## src/design/bounded_ordered_list_unit_assert.svh

```systemverilog
// ----------------------------------------------------------------------------
// Assertion macros for the bounded ordered list unit
// Wraps the clocking, the reset qualifier and the error report of a property.
// ----------------------------------------------------------------------------
`ifndef BOUNDED_ORDERED_LIST_UNIT_ASSERT_SVH
`define BOUNDED_ORDERED_LIST_UNIT_ASSERT_SVH

// The consequent must hold in the same cycle as the antecedent.
`define BOL_ASSERT_SAME(label, ante, cons, msg) \
  label: assert property (@(posedge clk) disable iff (!rst_n) (ante) |-> (cons)) \
    else $error(msg);

// The consequent must hold in the cycle after the antecedent.
`define BOL_ASSERT_NEXT(label, ante, cons, msg) \
  label: assert property (@(posedge clk) disable iff (!rst_n) (ante) |=> (cons)) \
    else $error(msg);

`endif

```

## src/design/bol_pkg.sv

```systemverilog
// ----------------------------------------------------------------------------
// bol_pkg
// Sizes, command and status codes and the cell control bundle of the list.
// ----------------------------------------------------------------------------
package bol_pkg;

  localparam int DEPTH  = 16;
  localparam int IDX_W  = (DEPTH > 1) ? $clog2(DEPTH) : 1;
  localparam int CNT_W  = $clog2(DEPTH + 1);

  // Fixed field widths of the ports.
  localparam int CMD_W  = 3;
  localparam int POS_W  = 6;
  localparam int VAL_W  = 32;
  localparam int STAT_W = 2;
  localparam int FPOS_W = 5;
  localparam int OCNT_W = 5;

  // Width used to compare a position against the count.
  localparam int CMP_W  = (POS_W > CNT_W) ? POS_W : CNT_W;

  typedef enum logic [CMD_W-1:0] {
    CMD_APPEND      = 3'd0,
    CMD_INSERT_AT   = 3'd1,
    CMD_REMOVE_LAST = 3'd2,
    CMD_REMOVE_AT   = 3'd3,
    CMD_INDEX_OF    = 3'd4
  } bol_cmd_t;

  typedef enum logic [STAT_W-1:0] {
    ST_DONE    = 2'd0,
    ST_FULL    = 2'd1,
    ST_IGNORED = 2'd2
  } bol_status_t;

  typedef enum logic [1:0] {
    OP_HOLD   = 2'd0,
    OP_INSERT = 2'd1,
    OP_REMOVE = 2'd2
  } bol_op_t;

  // Broadcast to every cell in the row.
  typedef struct packed {
    bol_op_t          op;
    logic [CNT_W-1:0] pos;
    logic [CNT_W-1:0] count;
    logic [VAL_W-1:0] value;
  } cell_ctrl_t;

endpackage

```

## src/design/bol_cell.sv

```systemverilog
// ----------------------------------------------------------------------------
// bol_cell
// One list entry: shifts with its neighbours on insert and remove, and
// compares its stored value against the broadcast search value.
// ----------------------------------------------------------------------------
module bol_cell (
  input  logic                          clk,
  input  bol_pkg::cell_ctrl_t           ctrl,
  input  logic [bol_pkg::IDX_W-1:0]     cell_idx,
  input  logic [bol_pkg::VAL_W-1:0]     left_data,
  input  logic [bol_pkg::VAL_W-1:0]     right_data,
  output logic [bol_pkg::VAL_W-1:0]     data,
  output logic                          hit
);
  import bol_pkg::*;

  logic [VAL_W-1:0] data_r;
  logic [VAL_W-1:0] data_nxt;
  logic [CNT_W-1:0] idx_c;

  assign idx_c = CNT_W'(cell_idx);

  always_comb begin
    data_nxt = data_r;
    case (ctrl.op)
      OP_INSERT: begin
        if (idx_c > ctrl.pos) begin
          data_nxt = left_data;
        end else if (idx_c == ctrl.pos) begin
          data_nxt = ctrl.value;
        end
      end
      OP_REMOVE: begin
        if (idx_c >= ctrl.pos) begin
          data_nxt = right_data;
        end
      end
      default: ;
    endcase
  end

  always_ff @(posedge clk) begin
    data_r <= data_nxt;
  end

  assign data = data_r;
  // Only occupied entries may match.
  assign hit  = (idx_c < ctrl.count) && (data_r == ctrl.value);

endmodule

```

## src/design/bounded_ordered_list_unit.sv

```systemverilog
// The result is captured in the output register in the cycle after the input transfer.
// Throughput: one command per cycle; every cell shifts and compares in parallel.
// A new command is taken whenever the output register is empty or being drained.
// Reset (rst_n, synchronous, active low) empties the list and the output register.
// ----------------------------------------------------------------------------
// bounded_ordered_list_unit
// Ordered list of signed 32-bit values held in a row of register cells, with
// append, insert-at, remove-last, remove-at and index-of commands.
// ----------------------------------------------------------------------------
module bounded_ordered_list_unit (
  input  logic                           clk,
  input  logic                           rst_n,
  input  logic                           in_valid,
  output logic                           in_ready,
  input  logic [bol_pkg::CMD_W-1:0]      in_cmd,
  input  logic [bol_pkg::POS_W-1:0]      in_position,
  input  logic signed [bol_pkg::VAL_W-1:0] in_value,
  output logic                           out_valid,
  input  logic                           out_ready,
  output logic [bol_pkg::STAT_W-1:0]     out_status,
  output logic                           out_found,
  output logic [bol_pkg::FPOS_W-1:0]     out_found_position,
  output logic [bol_pkg::OCNT_W-1:0]     out_count
);
  import bol_pkg::*;

  `include "bounded_ordered_list_unit_assert.svh"

  // Control state: the entry count and the output register's valid flag.
  logic             out_valid_r;
  logic [CNT_W-1:0] cnt_r;
  logic [CNT_W-1:0] cnt_nxt;

  // Result payload register.
  bol_status_t      status_r;
  bol_status_t      status_nxt;
  logic             found_r;
  logic [CNT_W-1:0] fpos_r;
  logic [CNT_W-1:0] cnt_out_r;

  logic             in_xfer;
  logic             full;
  logic             in_range;
  logic [CNT_W-1:0] ins_pos;
  logic             srch_found;
  logic [CNT_W-1:0] srch_fpos;
  cell_ctrl_t       ctrl;

  logic [VAL_W-1:0] cell_data [DEPTH];
  logic [DEPTH-1:0] cell_hit;

  // The output register parts the two channels: a command is taken while the
  // previous result is being collected.
  assign in_ready = !out_valid_r || out_ready;
  assign in_xfer  = in_valid && in_ready;

  assign full     = (cnt_r == CNT_W'(DEPTH));
  assign in_range = (CMP_W'(in_position) < CMP_W'(cnt_r));
  // An insert position past the end turns into an append.
  assign ins_pos  = in_range ? CNT_W'(in_position) : cnt_r;

  // Command decode: the broadcast to the cells, the new count and the status.
  always_comb begin
    ctrl.op    = OP_HOLD;
    ctrl.pos   = cnt_r;
    ctrl.count = cnt_r;
    ctrl.value = in_value;
    cnt_nxt    = cnt_r;
    status_nxt = ST_DONE;
    unique case (bol_cmd_t'(in_cmd))
      CMD_APPEND: begin
        if (full) begin
          status_nxt = ST_FULL;
        end else begin
          ctrl.op  = OP_INSERT;
          ctrl.pos = cnt_r;
          cnt_nxt  = cnt_r + CNT_W'(1);
        end
      end
      CMD_INSERT_AT: begin
        if (full) begin
          status_nxt = ST_FULL;
        end else begin
          ctrl.op  = OP_INSERT;
          ctrl.pos = ins_pos;
          cnt_nxt  = cnt_r + CNT_W'(1);
        end
      end
      CMD_REMOVE_LAST: begin
        if (cnt_r == '0) begin
          status_nxt = ST_IGNORED;
        end else begin
          ctrl.op  = OP_REMOVE;
          ctrl.pos = cnt_r - CNT_W'(1);
          cnt_nxt  = cnt_r - CNT_W'(1);
        end
      end
      CMD_REMOVE_AT: begin
        if (!in_range) begin
          status_nxt = ST_IGNORED;
        end else begin
          ctrl.op  = OP_REMOVE;
          ctrl.pos = CNT_W'(in_position);
          cnt_nxt  = cnt_r - CNT_W'(1);
        end
      end
      default: ;
    endcase
    // The cells change only on an accepted command.
    if (!in_xfer) begin
      ctrl.op = OP_HOLD;
    end
  end

  // Row of cells. Each takes its left neighbour's value when an insert opens
  // a gap below it and its right neighbour's value when a removal closes one.
  // The row ends are fed with zero; those values never become visible
  // because they land only beyond the occupied range.
  for (genvar g = 0; g < DEPTH; g++) begin : g_cell
    logic [VAL_W-1:0] left_in;
    logic [VAL_W-1:0] right_in;

    if (g == 0) begin : g_first
      assign left_in = '0;
    end else begin : g_mid_l
      assign left_in = cell_data[g-1];
    end

    if (g == DEPTH - 1) begin : g_last
      assign right_in = '0;
    end else begin : g_mid_r
      assign right_in = cell_data[g+1];
    end

    bol_cell u_cell (
      .clk        (clk),
      .ctrl       (ctrl),
      .cell_idx   (IDX_W'(g)),
      .left_data  (left_in),
      .right_data (right_in),
      .data       (cell_data[g]),
      .hit        (cell_hit[g])
    );
  end

  // First match wins: scanning from the top lets the lowest hit overwrite.
  always_comb begin
    srch_found = 1'b0;
    srch_fpos  = '0;
    for (int i = DEPTH - 1; i >= 0; i--) begin
      if (cell_hit[i]) begin
        srch_found = 1'b1;
        srch_fpos  = CNT_W'(i + 1);
      end
    end
  end

  always_ff @(posedge clk) begin
    if (!rst_n) begin
      out_valid_r <= 1'b0;
      cnt_r       <= '0;
    end else begin
      if (in_xfer) begin
        out_valid_r <= 1'b1;
        cnt_r       <= cnt_nxt;
      end else if (out_ready) begin
        out_valid_r <= 1'b0;
      end
    end
  end

  // The search reads the cells before this command's update; index-of never
  // changes them, so the result matches the list it was issued against.
  always_ff @(posedge clk) begin
    if (in_xfer) begin
      status_r  <= status_nxt;
      found_r   <= (bol_cmd_t'(in_cmd) == CMD_INDEX_OF) && srch_found;
      fpos_r    <= (bol_cmd_t'(in_cmd) == CMD_INDEX_OF) ? srch_fpos : '0;
      cnt_out_r <= cnt_nxt;
    end
  end

  assign out_valid          = out_valid_r;
  assign out_status         = status_r;
  assign out_found          = found_r;
  assign out_found_position = FPOS_W'(fpos_r);
  assign out_count          = OCNT_W'(cnt_out_r);

  // The count never passes the capacity.
  `BOL_ASSERT_SAME(a_cnt_bound, 1'b1, cnt_r <= CNT_W'(DEPTH), "entry count above capacity")
  // A reported match always carries a non-zero position, and only then.
  `BOL_ASSERT_SAME(a_found_pos, out_valid_r, out_found == (fpos_r != '0), "found flag and position disagree")
  // An insert into a full list leaves the count and flags the drop.
  `BOL_ASSERT_NEXT(a_full_drop, in_xfer && full && (in_cmd == CMD_APPEND || in_cmd == CMD_INSERT_AT), status_r == ST_FULL && cnt_r == $past(cnt_r), "insert into full list not dropped")
  // A stalled result may not be replaced by a new command.
  `BOL_ASSERT_SAME(a_no_overrun, out_valid_r && !out_ready, !in_xfer, "result overwritten while stalled")

endmodule
```

## config.mk

```make
export PLATFORM = sky130hd
export DESIGN_NAME = bounded_ordered_list_unit
export DESIGN_NICKNAME = d
export VERILOG_FILES = /design/src/design/bol_pkg.sv /design/src/design/bol_cell.sv /design/src/design/bounded_ordered_list_unit.sv
export VERILOG_INCLUDE_DIRS = /design/src /design/src/design
export SDC_FILE = /design/constraint.sdc
export NUM_CORES = 2
export LEC_CHECK = 0
export BUFFER_PORTS_ARGS = -buffer_cell sky130_fd_sc_hd__buf_2
export CAP_MARGIN = 5
export CORE_MARGIN = 2
export CORE_UTILIZATION = 30
export DETAILED_ROUTE_END_ITERATION = 8
export PLACE_DENSITY_LB_ADDON = 0.05
export SYNTH_ARGS = -nofsm -noshare
export SYNTH_HDL_FRONTEND = slang
export SYNTH_HIERARCHICAL = 1
export SYNTH_SLANG_ARGS = --single-unit
```

## constraint.sdc

```tcl
create_clock -name clk -period 14.6 [get_ports clk]
set_clock_uncertainty 0.05 [all_clocks]
set_input_delay 2.19 -clock clk [delete_from_list [all_inputs] [get_ports clk]]
set_output_delay 2.19 -clock clk [all_outputs]
set_load 0.02 [all_outputs]
```

# Word level (Yosys, flattened, before mapping)
# Cells that the tools add are included.
# W data, S select, Z words.
# word_totals
regBits	531
wordCells	307
# op_classes
n_bitwise	1
eq_ne	70
reduce_logical	46
n_addsub	2
order_cmp	49
mux	113
# op_table
op	n
$mux W32	48
$pmux W32 S2	16
$eq A32 B32 Y1	16
$ne A3 B1 Y1 const B	16
$reduce_and A3 Y1	16
$eq A4 B5 Y1 const A	8
$ge A4 B5 Y1 const A	8
$gt A4 B5 Y1 const A	8
$lt A4 B5 Y1 const A	8
$mux W4	8
$ne A2 B1 Y1 const B	16
$pmux W7 S4	1
$mux W5	5
$eq A3 B5 Y1 const A	4
$ge A3 B5 Y1 const A	4
$gt A3 B5 Y1 const A	4
$lt A3 B5 Y1 const A	4
$mux W1	20
$logic_and A1 B1 Y1	18
$reduce_or A16 Y1	1
$pmux W5 S3	1
$mux W7	2
$mux W3	4
$mux W6	2
other kinds (28)	43

# Logic depth before layout (Yosys ltp)
# depth
word_depth	19
mapped_depth	17
mapped_depth_nobuf	14

# Hierarchy
# The synthesis kept the hierarchy.
# by_module_without_submodules
mod	area_per_inst_um2	seq_area_each_um2	n_inst	cells_each
bol_cell (g_cell[15].u_cell ...)	2292.2	960.9	10	252
bol_cell (g_cell[0].u_cell ...)	2318.5	960.9	6	252
bounded_ordered_list_unit	1711.6	510.5	1	214

# Worst setup path after synthesis
# No wires, ideal clock.
# synth_path
path_type	input port to flip-flop
startpoint	input port in_position[3] (netlist name)
endpoint	register g_cell[15].u_cell.data_r[0], enable pin
arrival_time_ns	7.791
cell_stages	11
path_buffers	2
setup_slack_ns	6.278
required_ns	14.070
cell_sequence	ha_1 -> o211ai_1 -> o21ai_1 -> and2_1 -> clkbuf_1 -> a21oi_1 -> o21ai_1 -> nor2b_1 -> nand4_1 -> buf_2 -> a21oi_1
# synth_lines
item	line_no	text
from (decl)	bounded_ordered_list_unit.sv:16	input logic [bol_pkg::POS_W-1:0] in_position,
to (signal assigned)	bol_cell.sv:43	data_r <= data_nxt;
to (decl)	bol_cell.sv:17	logic [VAL_W-1:0] data_r;

==> results by group <==
Clock tree
  – Cts repair resizes: 0
  – CTS tree: yes
  – CTS Buf Count: 72
  – Clk slew on worst S/H paths: 0.05 ns
  – # Post-CTS Setup Buffers: 0
  – H-tree Lvls: 3
  – CTS max path bufs: 3
  – Root Buffer: clkbuf_16
  – Clk sinks: 531
  – Worst-Skew Late Latency: 0.64 ns
  – Hold_buf cts: 0

Yosys
  – Mapped cell area: 38540 um2
  – Async SR Flop Fraction: 0
  – Number of synthesized flops with an enable pin: 525
  – Synthesis warning total: 6
  – Post-Syn Instances: 4246
  – Syn avg cell area: 9.078 um2
  – Netlist cell types: 71
  – Seq/Total Area, Yosys: 0.4121
  – Yosys reg bits: 531
  – Synth Flop Type: edfxtp_1

Global route
  – First-pass GRT wire length: 242600 um
  – Remaining Overflow, GRT: 0
  – Initial antenna violation count: 11
  – Pin count of the biggest net entering global routing: 65
  – Total GRT Usage: 0.2489
  – Number of global-route vias before repair: 33430

STA
  – Final min period: 6.323 ns
  – Setup slack after layout: 8.277 ns
  – Worst slew margin relative to its limit: 0.1318
  – RSZ-0062 raised after global routing: false
  – Max Slew Vio Count: 0
  – Final setup viols: 0
  – Slew @ Worst Pin: 1.290 ns
  – Peak Freq: 158.2 MHz
  – Final hold vios: 0
  – Period utilisation layout: 0.4331
  – Setup total negative slack: 0 ns

Place
  – RD Place Congestion: 0.8124
  – Port bufs: 59
  – Hpwl dp: 117600 um
  – Placement Setup Slack: 7.579 ns

Routing
  – DR vias: 34060
  – Iter 0 DRT Violations: 3300
  – DRC viols: 0
  – WL per Instance: 27.61 um
  – Antenna Violating Nets Remaining: 0
  – DR vias/cell: 5.614
  – Drt first pass iters: 6
  – Final Routed Wirelength: 167500 um

Floorplanning
  – Row count: 131
  – DIE AREA: 131400 um2
  – Die extent in x: 362.4 um
  – Initial core utilization: 0.3023
  – # IOs: 60
  – Die Span Y: 362.4 um
  – Core box area: 127500 um2

Worst setup path
  – Worst Setup Path Type: input port to flop
  – CP max FO: 33
  – Worst-path cell chain: buf_2 -> ha_1 -> o211ai_1 -> o21ai_1 -> nand2_1 -> mux2i_1 -> o221ai_2 -> buf_4 -> inv_1 -> ha_1 -> and2b_1 -> o21ai_2 -> a211o_2 -> a21oi_4
  – Slowest CP cell: a21oi_4
  – Critical Path RT: 14.80 ns
  – Worst setup SP type: input port
  – Crit path largest cell delay: 0.99 ns
  – Most frequent CP cell: ha_1
  – Crit path DAT: 6.52 ns
  – Crit end category: flop

Layout
  – Most common cell after layout, fill and taps aside: nor2_1
  – Area growth, synth to finish: 11.94%
  – Final net count: 4513
  – Most frequent cells in the layout: nor2_1, xnor2_1, edfxtp_1
  – Share of layout cells above drive strength 1: 0.08924

Power
  – Power Density: 115.4 nW/um2
  – Peak supply drop: 67.51 uV
  – Pleak: 14.19 nW

Worst hold path
  – Min-delay worst type: flop to flop

Run
  – Number of max-cap violations: 0

Outcome
  – Status: finished, final reports clean
-- Yosys cell counts (5+ instances only) --
library cell	number	area (um2)
o21ai_1	8	40.04
nor3_1	7	35.03
and4_1	16	140.1
nor2b_4	6	82.58
clkbuf_2	66	330.3
a31oi_1	516	3228
nand3_1	500	2502
nand2b_1	21	131.4
a21oi_1	33	165.2
a2111oi_0	5	43.79
dfxtp_1	6	120.1
ha_1	118	1476
nand4_1	144	900.9
nand3_2	16	160.2
nand2_1	34	127.6
clkbuf_1	150	563.0
a211oi_1	17	127.6
xnor2_1	531	4651
a21o_1	17	127.6
a211o_2	16	160.2
buf_2	34	170.2
inv_1	124	465.5
clkbuf_4	12	90.09
a211oi_4	16	320.3
mux2i_1	5	50.05
o21ai_2	16	140.1
buf_6	48	540.5
edfxtp_1	525	15770
o21ai_0	520	2603
nor2_1	582	2185
nor2b_1	12	75.07
nor2b_2	6	52.55
o311a_1	16	160.2
and2b_1	10	75.07
clkbuf_8	6	82.58
nor4_1	37	231.5
-- path summary, 6_finish.rpt --
path         cells past startpoint  slack [ns]                             endpoint                    from
max                             14        8.28  g_cell[2].u_cell/data[11]$_DFFE_PP_          in_position[3]
max reg2reg                     14        8.94  g_cell[2].u_cell/data[11]$_DFFE_PP_   cnt_r[4]$_SDFFE_PN0P_
min reg2reg                      2        0.48               out_valid$_SDFFE_PN0P_  out_valid$_SDFFE_PN0P_
min                              2        0.48               out_valid$_SDFFE_PN0P_  out_valid$_SDFFE_PN0P_
-- layer usage --
metal / track usage / vias to the layer above / wire length [um]
li1: - / 15870 / -
met1: 0.3287 / 17030 / 73230
met2: 0.4353 / 957 / 83370
met3: 0.02510 / 206 / 7237
met4: 0.05907 / 0 / 3705
met5: 0 / - / 0
-- through the flow --
step           hold slack [ns]  instance area [um2]  cells  power (mW)    util
4_1_cts                 0.4887                43150   6066       5.019  0.3383
3_5_place_dp            0.4814                40930   5938       3.264  0.3209
5_1_grt                 0.5429                43150   6066       5.213  0.3383
3_3_place_gp            0.4757                40900   5937       3.257  0.3207
6_report                0.4807                43150   6067       4.981  0.3384
2_1_floorplan           0.5648                39200   4420       2.884       -
-- power breakdown --
part           total (mW)  switching [mW]  internal (mW)
Sequential           2.00           0.133           1.87
Clock                1.74           0.737           1.00
Combinational        1.24           0.791          0.451
-- worst max-delay path, delay by kind of cell --
family                     cells  cell delay (ns)
AOI/OAI and AO/OA              6             2.55
and+or+nand+nor                2             0.46
muxes                          1             0.20
adders and majority gates      2             0.63
buffers and inverters          3             0.46
-- cell families after synthesis --
family / Yosys count / share of synthesized area
and+or+nand+nor: 1410 / 0.1781
xor gates and xnor gates: 532 / 0.1209
DFF: 531 / 0.4121
muxes: 5 / 0.001299
buffers and inverters: 441 / 0.05837
other: 2 / 0.0001948
AOI/OAI and AO/OA: 1207 / 0.1907
adders and majority gates: 118 / 0.03830
-- cell type report --
| type | count | area (um2) |
|---|---|---|
| flip-flops and latches | 531 | 15890 |
| clock inverters | 32 | 201.4 |
| fillers | 13390 | 84370 |
| well taps | 1662 | 2079 |
| diodes | 1 | 2.502 |
| multi-input cells | 3448 | 21320 |
| inverters | 124 | 465.4 |
| repair buffers | 173 | 1171 |
| clock buffers | 96 | 2018 |
-- sequential cells by signal, summed over array words and instances (netlist names) --
signal / cells
out_found_position: 5
g_cell.u_cell/data: 512
out_count: 5
out_status: 2
out_found: 1
out_valid: 1
cnt_r: 5
(Power assumes the default switching activity.)
